[config.mk]
export PLATFORM = sky130hd
export DESIGN_NAME = script_lexer_byte_stream_unit
export DESIGN_NICKNAME = d
export VERILOG_FILES = /design/src/design/sclx_pkg.sv /design/src/design/sclx_lexer.sv /design/src/design/sclx_result_queue.sv /design/src/design/script_lexer_byte_stream_unit.sv
export SDC_FILE = /design/constraint.sdc
export NUM_CORES = 1
export LEC_CHECK = 0
export BUFFER_PORTS_ARGS = -buffer_cell sky130_fd_sc_hd__buf_4
export CORE_ASPECT_RATIO = 1.1
export CORE_MARGIN = 2
export CORE_UTILIZATION = 60
export CTS_CLUSTER_DIAMETER = 100
export DETAILED_ROUTE_END_ITERATION = 12
export PLACE_DENSITY_LB_ADDON = 0.05
export SLEW_MARGIN = 20
export SYNTH_ARGS = -nofsm -noshare
export SYNTH_HDL_FRONTEND = slang
export SYNTH_SLANG_ARGS = --single-unit
export TNS_END_PERCENT = 1
[constraint.sdc]
create_clock -name clock -period 6.36 [get_ports clock]
set_input_delay 0.954 -clock clock [delete_from_list [all_inputs] [get_ports clock]]
set_output_delay 0.954 -clock clock [all_outputs]
set_load 0.02 [all_outputs]
[src/design/sclx_pkg.sv]
// ----------------------------------------------------------------------------
// Script lexer package
// Shared types and constants for the byte-stream script lexer.
// ----------------------------------------------------------------------------
`default_nettype none

package sclx_pkg;

   typedef enum logic [3:0] {
      KIND_ERROR     = 4'd0,
      KIND_START     = 4'd1,
      KIND_END       = 4'd2,
      KIND_VARIABLE  = 4'd3,
      KIND_LPAREN    = 4'd4,
      KIND_RPAREN    = 4'd5,
      KIND_STRING    = 4'd6,
      KIND_NUMBER    = 4'd7,
      KIND_LSQUARE   = 4'd8,
      KIND_RSQUARE   = 4'd9,
      KIND_SEMICOLON = 4'd10
   } token_kind_type;

   typedef enum logic [1:0] {
      ERR_NONE       = 2'd0,
      ERR_UNKNOWN    = 2'd1,
      ERR_UNTERMINATED = 2'd2
   } error_code_type;

   typedef enum logic [2:0] {
      MODE_IDLE   = 3'd0,
      MODE_TOP    = 3'd1,
      MODE_NUMBER = 3'd2,
      MODE_WORD   = 3'd3,
      MODE_DOLLAR = 3'd4
   } lex_mode_type;

   // Character codes.
   localparam logic [7:0] CHAR_NUL     = 8'h00;
   localparam logic [7:0] CHAR_TAB     = 8'h09;
   localparam logic [7:0] CHAR_LF      = 8'h0A;
   localparam logic [7:0] CHAR_SPACE   = 8'h20;
   localparam logic [7:0] CHAR_QUOTE   = 8'h22;
   localparam logic [7:0] CHAR_DOLLAR  = 8'h24;
   localparam logic [7:0] CHAR_PERCENT = 8'h25;
   localparam logic [7:0] CHAR_LPAREN  = 8'h28;
   localparam logic [7:0] CHAR_RPAREN  = 8'h29;
   localparam logic [7:0] CHAR_SLASH   = 8'h2F;
   localparam logic [7:0] CHAR_ZERO    = 8'h30;
   localparam logic [7:0] CHAR_NINE    = 8'h39;
   localparam logic [7:0] CHAR_COLON   = 8'h3A;
   localparam logic [7:0] CHAR_SEMI    = 8'h3B;
   localparam logic [7:0] CHAR_LT      = 8'h3C;
   localparam logic [7:0] CHAR_AT      = 8'h40;
   localparam logic [7:0] CHAR_UPPER_A = 8'h41;
   localparam logic [7:0] CHAR_UPPER_Z = 8'h5A;
   localparam logic [7:0] CHAR_LSQUARE = 8'h5B;
   localparam logic [7:0] CHAR_RSQUARE = 8'h5D;
   localparam logic [7:0] CHAR_LOWER_A = 8'h61;
   localparam logic [7:0] CHAR_LOWER_Z = 8'h7A;

   // Result queue depth; a byte can push two tokens at once.
   localparam int unsigned QUEUE_DEPTH = 4;
   localparam int unsigned QUEUE_PTR_BITS = 2;
   localparam int unsigned QUEUE_CNT_BITS = 3;

   typedef struct packed {
      token_kind_type kind;
      logic [31:0]    number_value;
      logic [15:0]    text_start;
      logic [15:0]    text_end;
      error_code_type error_code;
      logic [7:0]     bad_char;
      logic           last_of_run;
   } result_type;

   typedef struct packed {
      logic [1:0] count;
      result_type first;
      result_type second;
   } push_type;

endpackage

`default_nettype wire

[src/design/sclx_lexer.sv]
// ----------------------------------------------------------------------------
// Script lexer core
// Holds the lexer state and turns one program byte into up to two tokens.
// ----------------------------------------------------------------------------
`default_nettype none

module sclx_lexer #(
   parameter int unsigned POSITION_BITS = 16
) (
   input  wire logic               clock,
   input  wire logic               reset,
   input  wire logic               in_accept,
   input  wire logic [7:0]         in_byte,
   output sclx_pkg::push_type      push
);

   sclx_pkg::lex_mode_type     mode_ff, mode_in;
   logic [31:0]                accum_ff, accum_in;
   logic [POSITION_BITS-1:0]   text_begin_ff, text_begin_in;
   logic [POSITION_BITS-1:0]   position_ff, position_in;
   logic                       is_variable_ff, is_variable_in;
   logic                       is_quoted_ff, is_quoted_in;

   logic [POSITION_BITS-1:0]   pos;
   logic                       is_digit;
   logic                       do_word;
   logic                       do_classify;
   logic                       pre_valid;
   logic                       cls_valid;
   sclx_pkg::result_type       pre_rec;
   sclx_pkg::result_type       cls_rec;
   sclx_pkg::token_kind_type   word_kind;

   function automatic logic is_word_byte(input logic [7:0] c, input logic digits_ok);
      return (c >= sclx_pkg::CHAR_LOWER_A && c <= sclx_pkg::CHAR_LOWER_Z) ||
             (c >= sclx_pkg::CHAR_UPPER_A && c <= sclx_pkg::CHAR_UPPER_Z) ||
             (c >= sclx_pkg::CHAR_PERCENT && c <= sclx_pkg::CHAR_SLASH &&
              c != sclx_pkg::CHAR_LPAREN && c != sclx_pkg::CHAR_RPAREN) ||
             (c == sclx_pkg::CHAR_COLON) ||
             (c >= sclx_pkg::CHAR_LT && c <= sclx_pkg::CHAR_AT) ||
             (digits_ok && c >= sclx_pkg::CHAR_ZERO && c <= sclx_pkg::CHAR_NINE);
   endfunction

   function automatic logic [15:0] offset16(input logic [POSITION_BITS-1:0] p);
      logic [POSITION_BITS+15:0] wide;
      wide = {16'b0, p};
      return wide[15:0];
   endfunction

   function automatic sclx_pkg::result_type make_rec(
      input sclx_pkg::token_kind_type kind,
      input logic [31:0]              num,
      input logic [15:0]              ts,
      input logic [15:0]              te,
      input sclx_pkg::error_code_type err,
      input logic [7:0]               bad
   );
      sclx_pkg::result_type r;
      r.kind         = kind;
      r.number_value = num;
      r.text_start   = ts;
      r.text_end     = te;
      r.error_code   = err;
      r.bad_char     = bad;
      r.last_of_run  = 1'b0;
      return r;
   endfunction

   assign is_digit = (in_byte >= sclx_pkg::CHAR_ZERO) && (in_byte <= sclx_pkg::CHAR_NINE);

   always_comb begin
      mode_in        = mode_ff;
      accum_in       = accum_ff;
      text_begin_in  = text_begin_ff;
      is_variable_in = is_variable_ff;
      is_quoted_in   = is_quoted_ff;
      pos            = position_ff;
      do_word        = 1'b0;
      do_classify    = 1'b0;
      pre_valid      = 1'b0;
      cls_valid      = 1'b0;
      pre_rec        = make_rec(sclx_pkg::KIND_ERROR, 32'd0, 16'd0, 16'd0,
                                sclx_pkg::ERR_NONE, 8'd0);
      cls_rec        = pre_rec;
      word_kind      = sclx_pkg::KIND_STRING;

      case (mode_ff)
         sclx_pkg::MODE_IDLE: begin
            pos            = '0;
            accum_in       = 32'd0;
            is_variable_in = 1'b0;
            is_quoted_in   = 1'b0;
            pre_valid      = 1'b1;
            pre_rec        = make_rec(sclx_pkg::KIND_START, 32'd0, 16'd0, 16'd0,
                                      sclx_pkg::ERR_NONE, 8'd0);
            mode_in        = sclx_pkg::MODE_TOP;
            do_classify    = 1'b1;
         end
         sclx_pkg::MODE_NUMBER: begin
            if (is_digit) begin
               accum_in = {accum_ff[28:0], 3'b000} + {accum_ff[30:0], 1'b0} +
                          {28'd0, in_byte[3:0]};
            end else begin
               pre_valid   = 1'b1;
               pre_rec     = make_rec(sclx_pkg::KIND_NUMBER, accum_ff, 16'd0, 16'd0,
                                      sclx_pkg::ERR_NONE, 8'd0);
               mode_in     = sclx_pkg::MODE_TOP;
               do_classify = 1'b1;
            end
         end
         sclx_pkg::MODE_WORD: begin
            do_word = 1'b1;
         end
         sclx_pkg::MODE_DOLLAR: begin
            mode_in = sclx_pkg::MODE_WORD;
            if (in_byte == sclx_pkg::CHAR_QUOTE) begin
               is_quoted_in  = 1'b1;
               text_begin_in = position_ff + 1'b1;
            end else begin
               is_quoted_in  = 1'b0;
               text_begin_in = position_ff;
               do_word       = 1'b1;
            end
         end
         sclx_pkg::MODE_TOP: begin
            do_classify = 1'b1;
         end
         default: begin
            mode_in = sclx_pkg::MODE_IDLE;
         end
      endcase

      // Word body: a quoted word runs to the closing quote, a bare word ends
      // at the first byte that cannot belong to it, which is then classified.
      word_kind = is_variable_in ? sclx_pkg::KIND_VARIABLE : sclx_pkg::KIND_STRING;
      if (do_word) begin
         if (is_quoted_in) begin
            if (in_byte == sclx_pkg::CHAR_QUOTE) begin
               pre_valid = 1'b1;
               pre_rec   = make_rec(word_kind, 32'd0, offset16(text_begin_in),
                                    offset16(pos), sclx_pkg::ERR_NONE, 8'd0);
               mode_in   = sclx_pkg::MODE_TOP;
            end else if (in_byte == sclx_pkg::CHAR_NUL) begin
               pre_valid = 1'b1;
               pre_rec   = make_rec(sclx_pkg::KIND_ERROR, 32'd0, 16'd0, 16'd0,
                                    sclx_pkg::ERR_UNTERMINATED, 8'd0);
               mode_in   = sclx_pkg::MODE_IDLE;
            end
         end else if (!is_word_byte(in_byte, 1'b1)) begin
            pre_valid   = 1'b1;
            pre_rec     = make_rec(word_kind, 32'd0, offset16(text_begin_in),
                                   offset16(pos), sclx_pkg::ERR_NONE, 8'd0);
            mode_in     = sclx_pkg::MODE_TOP;
            do_classify = 1'b1;
         end
      end

      if (do_classify) begin
         if (in_byte == sclx_pkg::CHAR_SPACE || in_byte == sclx_pkg::CHAR_LF ||
             in_byte == sclx_pkg::CHAR_TAB) begin
            cls_valid = 1'b0;
         end else if (in_byte == sclx_pkg::CHAR_LPAREN) begin
            cls_valid = 1'b1;
            cls_rec.kind = sclx_pkg::KIND_LPAREN;
         end else if (in_byte == sclx_pkg::CHAR_RPAREN) begin
            cls_valid = 1'b1;
            cls_rec.kind = sclx_pkg::KIND_RPAREN;
         end else if (in_byte == sclx_pkg::CHAR_LSQUARE) begin
            cls_valid = 1'b1;
            cls_rec.kind = sclx_pkg::KIND_LSQUARE;
         end else if (in_byte == sclx_pkg::CHAR_RSQUARE) begin
            cls_valid = 1'b1;
            cls_rec.kind = sclx_pkg::KIND_RSQUARE;
         end else if (is_digit) begin
            mode_in  = sclx_pkg::MODE_NUMBER;
            accum_in = {28'd0, in_byte[3:0]};
         end else if (in_byte == sclx_pkg::CHAR_NUL) begin
            cls_valid = 1'b1;
            cls_rec.kind = sclx_pkg::KIND_END;
            mode_in = sclx_pkg::MODE_IDLE;
         end else if (in_byte == sclx_pkg::CHAR_QUOTE) begin
            mode_in        = sclx_pkg::MODE_WORD;
            is_quoted_in   = 1'b1;
            is_variable_in = 1'b0;
            text_begin_in  = pos + 1'b1;
         end else if (is_word_byte(in_byte, 1'b0)) begin
            mode_in        = sclx_pkg::MODE_WORD;
            is_quoted_in   = 1'b0;
            is_variable_in = 1'b0;
            text_begin_in  = pos;
         end else if (in_byte == sclx_pkg::CHAR_DOLLAR) begin
            mode_in        = sclx_pkg::MODE_DOLLAR;
            is_variable_in = 1'b1;
         end else if (in_byte == sclx_pkg::CHAR_SEMI) begin
            cls_valid = 1'b1;
            cls_rec.kind = sclx_pkg::KIND_SEMICOLON;
         end else begin
            cls_valid = 1'b1;
            cls_rec   = make_rec(sclx_pkg::KIND_ERROR, 32'd0, 16'd0, 16'd0,
                                 sclx_pkg::ERR_UNKNOWN, in_byte);
            mode_in   = sclx_pkg::MODE_IDLE;
         end
      end

      position_in = pos + 1'b1;

      // The pending token, if any, always goes out before the classified one.
      push.count  = {pre_valid & cls_valid, pre_valid ^ cls_valid};
      push.first  = pre_valid ? pre_rec : cls_rec;
      push.first.last_of_run = !(pre_valid && cls_valid);
      push.second = cls_rec;
      push.second.last_of_run = 1'b1;
      if (!in_accept) begin
         push.count = 2'd0;
      end
   end

   always_ff @(posedge clock) begin
      if (reset) begin
         mode_ff        <= sclx_pkg::MODE_IDLE;
         accum_ff       <= 32'd0;
         text_begin_ff  <= '0;
         position_ff    <= '0;
         is_variable_ff <= 1'b0;
         is_quoted_ff   <= 1'b0;
      end else if (in_accept) begin
         mode_ff        <= mode_in;
         accum_ff       <= accum_in;
         text_begin_ff  <= text_begin_in;
         position_ff    <= position_in;
         is_variable_ff <= is_variable_in;
         is_quoted_ff   <= is_quoted_in;
      end
   end

   // A new program always opens with its start token.
   assert property (@(posedge clock) disable iff (reset)
      in_accept && mode_ff == sclx_pkg::MODE_IDLE |->
         push.count != 2'd0 && push.first.kind == sclx_pkg::KIND_START)
      else $error("first byte of a program did not yield a start token");

   // After an end or error token the lexer waits for a new program.
   assert property (@(posedge clock) disable iff (reset)
      in_accept && push.count != 2'd0 &&
      (push.first.kind == sclx_pkg::KIND_END || push.first.kind == sclx_pkg::KIND_ERROR) &&
      push.first.last_of_run |=> mode_ff == sclx_pkg::MODE_IDLE)
      else $error("lexer did not return to idle after end or error");

   // The position counter advances by one for every accepted byte after a program's first.
   assert property (@(posedge clock) disable iff (reset)
      in_accept && mode_ff != sclx_pkg::MODE_IDLE |=>
         position_ff == $past(position_ff) + 1'b1)
      else $error("byte position did not advance");

endmodule

`default_nettype wire

[src/design/sclx_result_queue.sv]
// ----------------------------------------------------------------------------
// Script lexer result queue
// Small register queue that takes up to two tokens a cycle and hands out one.
// ----------------------------------------------------------------------------
`default_nettype none

module sclx_result_queue (
   input  wire logic               clock,
   input  wire logic               reset,
   input  wire sclx_pkg::push_type push,
   input  wire logic               pop,
   output sclx_pkg::result_type    head,
   output logic                    head_valid,
   output logic                    has_room
);

   sclx_pkg::result_type                      entry_ff [sclx_pkg::QUEUE_DEPTH];
   logic [sclx_pkg::QUEUE_PTR_BITS-1:0]       wr_ptr_ff, wr_ptr_in;
   logic [sclx_pkg::QUEUE_PTR_BITS-1:0]       rd_ptr_ff, rd_ptr_in;
   logic [sclx_pkg::QUEUE_CNT_BITS-1:0]       count_ff, count_in;
   logic [sclx_pkg::QUEUE_PTR_BITS-1:0]       wr_next;
   logic                                      do_pop;

   assign head       = entry_ff[rd_ptr_ff];
   assign head_valid = (count_ff != '0);
   // Room for the worst case of two tokens from one byte.
   assign has_room   = (count_ff <= sclx_pkg::QUEUE_CNT_BITS'(sclx_pkg::QUEUE_DEPTH - 2));
   assign do_pop     = pop && head_valid;
   assign wr_next    = wr_ptr_ff + 1'b1;

   always_comb begin
      wr_ptr_in = wr_ptr_ff + sclx_pkg::QUEUE_PTR_BITS'(push.count);
      rd_ptr_in = rd_ptr_ff + sclx_pkg::QUEUE_PTR_BITS'(do_pop);
      count_in  = count_ff + sclx_pkg::QUEUE_CNT_BITS'(push.count)
                  - sclx_pkg::QUEUE_CNT_BITS'(do_pop);
   end

   always_ff @(posedge clock) begin
      if (reset) begin
         wr_ptr_ff <= '0;
         rd_ptr_ff <= '0;
         count_ff  <= '0;
      end else begin
         wr_ptr_ff <= wr_ptr_in;
         rd_ptr_ff <= rd_ptr_in;
         count_ff  <= count_in;
      end
   end

   always_ff @(posedge clock) begin
      if (push.count != 2'd0) begin
         entry_ff[wr_ptr_ff] <= push.first;
      end
      if (push.count == 2'd2) begin
         entry_ff[wr_next] <= push.second;
      end
   end

   assert property (@(posedge clock) disable iff (reset)
      count_ff <= sclx_pkg::QUEUE_CNT_BITS'(sclx_pkg::QUEUE_DEPTH))
      else $error("result queue occupancy out of range");

   assert property (@(posedge clock) disable iff (reset)
      push.count != 2'd0 |->
         count_ff + sclx_pkg::QUEUE_CNT_BITS'(push.count) <=
         sclx_pkg::QUEUE_CNT_BITS'(sclx_pkg::QUEUE_DEPTH))
      else $error("tokens pushed into a full result queue");

endmodule

`default_nettype wire

[src/design/script_lexer_byte_stream_unit.sv]
// ----------------------------------------------------------------------------
// Script lexer, byte stream unit
// Lexes a script program fed one byte per beat and streams out its tokens.
// ----------------------------------------------------------------------------
//  Channel | Direction | tdata (lowest bit first)                      | tlast
//  req_    | in        | char_byte[7:0]                                | -
//  rsp_    | out       | token_kind[3:0], number_value[35:4],          | last_of_run
//          |           | text_start[51:36], text_end[67:52],           |
//          |           | error_code[69:68], bad_char[77:70], zero pad  |
//
//  One byte is taken per clock while req_tready is high; its tokens enter the
//  registered result queue behind older ones. Two tokens from one byte take
//  a beat each; the single output port sets a rate of one beat per token.
//  A four-entry result queue decouples the sides; req_tready drops while
//  fewer than two entries are free. Reset leaves the lexer awaiting a new
//  program and the queue empty.
// ----------------------------------------------------------------------------
`default_nettype none

module script_lexer_byte_stream_unit #(
   parameter int unsigned POSITION_BITS = 16
) (
   input  wire logic        clock,
   input  wire logic        reset,
   input  wire logic        req_tvalid,
   output logic             req_tready,
   input  wire logic [7:0]  req_tdata,   // char_byte[7:0]
   output logic             rsp_tvalid,
   input  wire logic        rsp_tready,
   output logic [79:0]      rsp_tdata,   // kind, number, start, end, error, bad byte
   output logic             rsp_tlast
);

   sclx_pkg::push_type   push;
   sclx_pkg::result_type head;
   logic                 head_valid;
   logic                 has_room;
   logic                 in_accept;

   assign req_tready = has_room;
   assign in_accept  = req_tvalid && has_room;

   sclx_lexer #(
      .POSITION_BITS (POSITION_BITS)
   ) u_lexer (
      .clock     (clock),
      .reset     (reset),
      .in_accept (in_accept),
      .in_byte   (req_tdata),
      .push      (push)
   );

   sclx_result_queue u_queue (
      .clock      (clock),
      .reset      (reset),
      .push       (push),
      .pop        (rsp_tready),
      .head       (head),
      .head_valid (head_valid),
      .has_room   (has_room)
   );

   assign rsp_tvalid = head_valid;
   assign rsp_tlast  = head.last_of_run;
   assign rsp_tdata  = {2'b00, head.bad_char, head.error_code, head.text_end,
                        head.text_start, head.number_value, head.kind};

endmodule

`default_nettype wire

==> impl_metrics.tcl, run 1 <==
set metrics [dict create \
    ys_ff_latch 392 \
    first_iter_violations 1261 \
    hp-start "u_queue.entry_ff[1][12]$_SDFFE_PP0N_" \
    vdd_ir_drop_max_mv 0.292 \
    rr_startpoint "u_lexer.mode_ff[1]$_SDFFE_PP0P_" \
    area.growth.synth_to_final_pct 11.8 \
    critPathRequiredTime_ns 6.83 \
    yosysSeqAreaShare_pct 44.6 \
    wl_per_cell_um 21.9 \
    clockBufferDepth 3 \
    power_density_nw_per_um2 312 \
    antenna_found_initial 0 \
    synth-edff-count 52 \
    yosysTopAreaCell "dfxtp_1" \
    port_buffers 92 \
    netlist-cell-type-count 80 \
    outcome "finished, final reports clean" \
    avgSynthCellArea_um2 10.4 \
    cts_setup_buffers 0 \
    die-area_um2 32700 \
    drv_cap 0 \
    cts_tree "built" \
    firstDrtPassIters 6 \
    busiest_layer "met2" \
    grt_pass1_vias 14900 \
    io_pins 95 \
    yosys_warnings 0 \
    min_period_ns 4.70 \
    post-route-period-util_pct 73.9 \
    antenna_cells 0 \
    gp_congestion 0.906 \
    placed_area_um2 19600 \
    grtUsageTotal_pct 29.9 \
    ff2ff_path_depth 13 \
    async_flop_share_pct 0 \
    initial_utilization_pct 61.2 \
    max_freq_mhz 213 \
    critPathArrivalTime_ns 5.17 \
    tns_ns 0 \
    slowest_delay_ns 0.68 \
    netlist.area_leader.share_pct 36.2 \
    setup_viol 0 \
    holdBufCountCts 0 \
    whs_ns 0.452 \
    use_met1_pct 37.5 \
    die_height_um 190 \
    drive_above_1_share_pct 16.3 \
    drt_wl_total_um 49600 \
    maxSlewHeadroom_pct 24.3 \
    grt-ovfl-total 0 \
    rsz0062_at_grt "no" \
    core_region_area_um2 30700 \
    worst-path-buf-inv 2 \
    r2r_slack_ns 1.86 \
    yosys-top-cells-area "dfxtp_1, mux4_2, edfxtp_1, a32o_1, a22o_1" \
    worstPathMaxFanout 65 \
    fill_cells 2447 \
    htree_levels 2 \
    min_path_type "flip-flop to flip-flop" \
    post_cts_resized 0 \
    reg2reg_to "u_queue.entry_ff[0][35]$_SDFFE_PP0N_" \
    num_rows 67 \
    postRouteAntennaNets 0 \
    dp_hpwl_um 31600 \
    use_met2_pct 54.0 \
    cts.sinks 392 \
    path_clk_slew_ns 0.06 \
    num_vias 15000 \
    synth_cells 1814 \
    fin_skew_ns 0.0192 \
    maxSlewViolCount 0 \
    worstHoldEndpoint "u_queue.entry_ff[1][12]$_SDFFE_PP0N_" \
    avgViaCountPerCell 6.61 \
    drc 0 \
    grt_max_degree 85 \
    crit_path_end_kind "flip-flop" \
    power_leakage_nw 7.83 \
    cts_root_buf "clkbuf_16" \
    clock_latency_ns 0.55 \
    cts_buffers 41 \
    cpLargestDelayFamily "simple AND/OR/NAND/NOR gates" \
    crit_slowest_cell "buf_4" \
    grtUsageMet3_pct 3.58 \
    worstSetupPathType "primary input to flip-flop" \
    tightest_slew_ns 1.13 \
    stdcell_area_um2 21000 \
    synth_area_um2 18800 \
    path_cells "buf_4, or4b_1, o22ai_1, nand2_1, a211oi_4, a31oi_4, nor3_1, ha_1, nor2_1, nor2_1, nand2_1, and2_2, buf_4, a22o_1" \
    grt_pass1_wl_um 79400 \
    cp-start-kind "primary input" \
    dieWidth_um 173 \
    whs_path_depth 2 \
    hold_violations 0 \
    nets 1899 \
    synth_flop_cell "dfxtp_1" \
]
## synth_stat cells, types with 7 or more instances
| master | count |
|---|---|
| nand4_1 | 10 |
| o221ai_1 | 7 |
| buf_1 | 20 |
| edfxtp_1 | 52 |
| buf_2 | 13 |
| o211ai_1 | 8 |
| inv_1 | 28 |
| a22oi_1 | 29 |
| dfxtp_1 | 340 |
| a21oi_1 | 59 |
| a21o_1 | 8 |
| mux4_2 | 79 |
| xor2_1 | 18 |
| and2_1 | 18 |
| a22o_1 | 95 |
| nor2_1 | 121 |
| clkbuf_1 | 124 |
| nor3_1 | 25 |
| nand3_1 | 35 |
| or3_1 | 12 |
| o22ai_1 | 13 |
| a31oi_1 | 18 |
| xnor2_1 | 27 |
| ha_1 | 66 |
| a32o_1 | 135 |
| a211oi_1 | 12 |
| o21a_1 | 13 |
| nor2b_1 | 11 |
| nand2_1 | 152 |
| o21ai_0 | 122 |
| and3_1 | 35 |
## flip-flops by register name (all words and copies together), names as in the netlist
register                count
u_lexer.is_quoted_ff        1
u_lexer.is_variable_ff      1
u_queue.wr_ptr_ff           2
u_queue.rd_ptr_ff           2
u_lexer.position_ff        16
u_queue.count_ff            3
u_queue.entry_ff          316
u_lexer.mode_ff             3
u_lexer.text_begin_ff      16
u_lexer.accum_ff           32
## tightest hold or removal path, delay by kind of cell, from the launching register on
| kind | cells | cell delay [ns] |
|---|---|---|
| AND/OR/NAND/NOR | 1 | 0.04 |
| AO/OA/AOI/OAI | 1 | 0.05 |
| flip-flops | 1 | 0.32 |
## power breakdown
group          internal (mW)  leakage, nW  switching, mW
Clock                   1.39        0.664          0.991
Sequential              2.65         3.19          0.158
Combinational          0.452         3.98          0.897
Total                   4.49         7.83           2.05
## cell type report
cell class | instances | area (µm²) | area share (%)
inverters | 28 | 105 | 0.501
repair buffers | 122 | 928 | 4.42
multi-input cells | 1233 | 9700 | 46.2
well taps | 414 | 518 | 2.47
flip-flops and latches | 392 | 8380 | 39.9
clock buffers | 55 | 1140 | 5.43
clock inverters | 21 | 216 | 1.03
## how the worst max path moves through the flow
stage | from | end | slack (ns) | depth (start not counted)
after global placement | req_tdata[2] | u_queue.entry_ff[3][77]$_DFFE_PP_ | 1.26 | 13
after detailed placement | req_tdata[2] | u_queue.entry_ff[0][18]$_SDFFE_PP0N_ | 1.19 | 14
after global routing | req_tdata[6] | u_queue.entry_ff[0][12]$_SDFFE_PP0N_ | 1.33 | 17
after floorplan | req_tdata[6] | u_queue.entry_ff[1][1]$_DFFE_PP_ | 1.59 | 12
after CTS | req_tdata[2] | u_queue.entry_ff[0][12]$_SDFFE_PP0N_ | 1.76 | 15
final | req_tdata[1] | u_queue.entry_ff[0][35]$_SDFFE_PP0N_ | 1.66 | 14
## metal layers
| metal | wire length (µm) | vias to the layer above | share of wire [%] |
|---|---|---|---|
| met5 | 0 | - | 0 |
| met3 | 2750 | 97 | 5.5 |
| li1 | - | 6987 | - |
| met2 | 25300 | 465 | 51 |
| met1 | 20300 | 7428 | 41 |
| met4 | 1280 | 0 | 2.6 |
## cell usage in the layout (no fill, tap or decap), types with 12 or more instances in the layout
| master | instances |
|---|---|
| mux4_2 | 79 |
| o21a_1 | 13 |
| nand2_1 | 152 |
| nor2_1 | 115 |
| edfxtp_1 | 52 |
| inv_1 | 28 |
| and2_1 | 15 |
| xnor2_1 | 27 |
| a32o_1 | 135 |
| a211oi_1 | 12 |
| dfxtp_1 | 338 |
| and3_1 | 35 |
| a31oi_1 | 18 |
| a22oi_1 | 29 |
| or3_1 | 12 |
| ha_1 | 66 |
| nand3_1 | 35 |
| a21oi_1 | 58 |
| buf_4 | 121 |
| nor3_1 | 23 |
| o21ai_0 | 122 |
| a22o_1 | 95 |
| o22ai_1 | 13 |
| clkbuf_16 | 41 |
| xor2_1 | 18 |
## cell families (layout without fill, tap and decap cells)
logic type,after synthesis,count (layout),synth area share (%)
xor gates and xnor gates,45,45,2.10
other,1,2,0.0200
adders and majority gates,69,69,4.72
and+or+nand+nor,461,461,11.7
DFF,392,392,44.6
muxes,87,87,9.92
buffers and inverters,190,226,4.02
AOI/OAI and AO/OA,569,569,22.9
## through the flow
stage	std cells	util [%]	setup WS, ns	power (mW)
3_5_place_dp	2188	64.0	1.19	4.21
6_report	2265	68.4	1.66	6.54
5_1_grt	2265	68.4	1.33	6.80
3_3_place_gp	2188	64.0	1.26	4.19
2_1_floorplan	1815	-	1.59	3.75
4_1_cts	2264	68.4	1.76	6.57
(Power assumes the default switching activity.)
==> inputs of run 2 (changes only) <==
==> constraint.sdc (replaced) <==
create_clock -name clock -period 4.52 [get_ports clock]
set_input_delay 0.678 -clock clock [delete_from_list [all_inputs] [get_ports clock]]
set_output_delay 0.678 -clock clock [all_outputs]
set_load 0.02 [all_outputs]
==> impl_metrics.tcl, run 2 (synthesis results as in run 1) <==
set metrics [dict create \
    initial_utilization_pct 61.2 \
    core_region_area_um2 30700 \
    cts_buffers 41 \
    path_clk_slew_ns 0.07 \
    r2r_slack_ns 0.46 \
    critPathArrivalTime_ns 4.46 \
    worstSetupPathType "flip-flop to flip-flop" \
    clockBufferDepth 3 \
    grt_pass1_wl_um 82300 \
    seq_area_um2 8380 \
    max_freq_mhz 246 \
    largestRegisters "u_queue.entry_ff x316, u_lexer.accum_ff x32" \
    grtUsageTotal_pct 31.0 \
    post-place-cells 2220 \
    min_path_type "flip-flop to flip-flop" \
    power_leakage_nw 8.02 \
    critPathRequiredTime_ns 4.92 \
    antenna_cells 0 \
    holdBufCountCts 0 \
    grt-ovfl-total 0 \
    maxSlewHeadroom_pct 33.7 \
    largest_register "u_queue.entry_ff" \
    maxSlewViolCount 0 \
    power_density_nw_per_um2 441 \
    area.growth.synth_to_final_pct 13.6 \
    cts_setup_buffers 0 \
    setup_viol 0 \
    antenna_found_initial 0 \
    tightest_slew_ns 0.993 \
    cts_root_buf "clkbuf_16" \
    drt_wl_total_um 51100 \
    post_cts_resized 0 \
    hold_violations 0 \
    dieWidth_um 173 \
    whs_ns 0.450 \
    drv_cap 0 \
    vdd_ir_drop_max_mv 0.387 \
    die-area_um2 32700 \
    fill_cells 2360 \
    grt_max_degree 91 \
    gp_congestion 0.928 \
    outcome "finished, final reports clean" \
    num_rows 67 \
    htree_levels 2 \
    postRouteAntennaNets 0 \
    cts.sinks 392 \
    first_iter_violations 1337 \
    worstPathMaxFanout 14 \
    crit_path_end_kind "flip-flop" \
    placed_area_um2 20000 \
    multi_input_area_um2 9700 \
    rsz0062_at_grt "no" \
    largest_reg_flops 316 \
    wl_per_cell_um 22.3 \
    final_common_cell "dfxtp_1" \
    io_pins 95 \
    dp_hpwl_um 32800 \
    stdcell_area_um2 21300 \
    finalPower_mw 9.40 \
    grt_pass1_vias 15300 \
    cp-start-kind "flip-flop" \
    num_vias 15300 \
    drive_above_1_share_pct 17.7 \
    clock_latency_ns 0.54 \
    fin_skew_ns 0.0227 \
    nets 1930 \
    tns_ns 0 \
    avgViaCountPerCell 6.67 \
    stdcell_count 2293 \
    drc 0 \
    post-route-period-util_pct 89.8 \
    cts_tree "built" \
    final_cell_mix "dfxtp_1, nand2_1, buf_4" \
    min_period_ns 4.06 \
    port_buffers 92 \
    die_height_um 190 \
    firstDrtPassIters 5 \
]
[run 2: cell count changes in the layout (fill, tap and decap cells not counted), moves of 2 or more]
cell / change
clkbuf_1: -3
clkinv_2: -2
clkbuf_8: +3
clkinv_8: -2
buf_12: +7
buf_4: +24
[run 2: path summary, 6_finish.rpt]
kind,start,to,cells past startpoint
max reg2reg,u_lexer.mode_ff[1]$_SDFFE_PP0P_,u_queue.entry_ff[0][1]$_DFFE_PP_,11
max,u_lexer.mode_ff[1]$_SDFFE_PP0P_,u_queue.entry_ff[0][1]$_DFFE_PP_,11
min,u_queue.entry_ff[3][31]$_SDFFE_PP0P_,u_queue.entry_ff[3][31]$_SDFFE_PP0P_,2
min reg2reg,u_queue.entry_ff[3][31]$_SDFFE_PP0P_,u_queue.entry_ff[3][31]$_SDFFE_PP0P_,2
[run 2: worst max-delay path: stages (launching register included)]
cell	delay, ns
dfxtp_1	0.66
nor2_1	0.13
and2_1	0.37
a21boi_1	0.50
a31oi_4	0.14
nor3_1	0.29
ha_1	0.31
nor2_1	0.09
nor2_1	0.20
nand2_1	0.24
o21ai_1	0.71
and3_1	0.26
[run 2: final cells by class]
cell class,instances,area share (%)
well taps,414,2.43
clock inverters,18,0.956
flip-flops and latches,392,39.3
inverters,28,0.493
repair buffers,153,5.86
clock buffers,55,5.48
multi-input cells,1233,45.5
[run 2: per-layer routing]
metal | vias up | wire length, µm | track usage (%)
met5 | - | 0 | 0
li1 | 7034 | - | -
met2 | 515 | 25800 | 55.0
met3 | 97 | 3090 | 3.86
met4 | 0 | 1510 | 11.5
met1 | 7657 | 20700 | 39.1
[run 2: where the power goes]
| part | leakage (nW) | total (mW) | switching (mW) | internal [mW] |
|---|---|---|---|---|
| clock | 0.675 | 3.43 | 1.38 | 2.04 |
| combinational | 4.16 | 2.07 | 1.36 | 0.711 |
| sequential | 3.19 | 3.90 | 0.171 | 3.73 |
[run 2: per-stage QoR]
| stage | util [%] | setup WS (ns) |
|---|---|---|
| 4_1_cts | 69.5 | 0.603 |
| 6_report | 69.5 | 0.462 |
| 3_5_place_dp | 65.0 | 0.180 |
| 5_1_grt | 69.5 | 0.221 |
| 3_3_place_gp | 65.0 | 0.264 |
| 2_1_floorplan | - | 0.0266 |
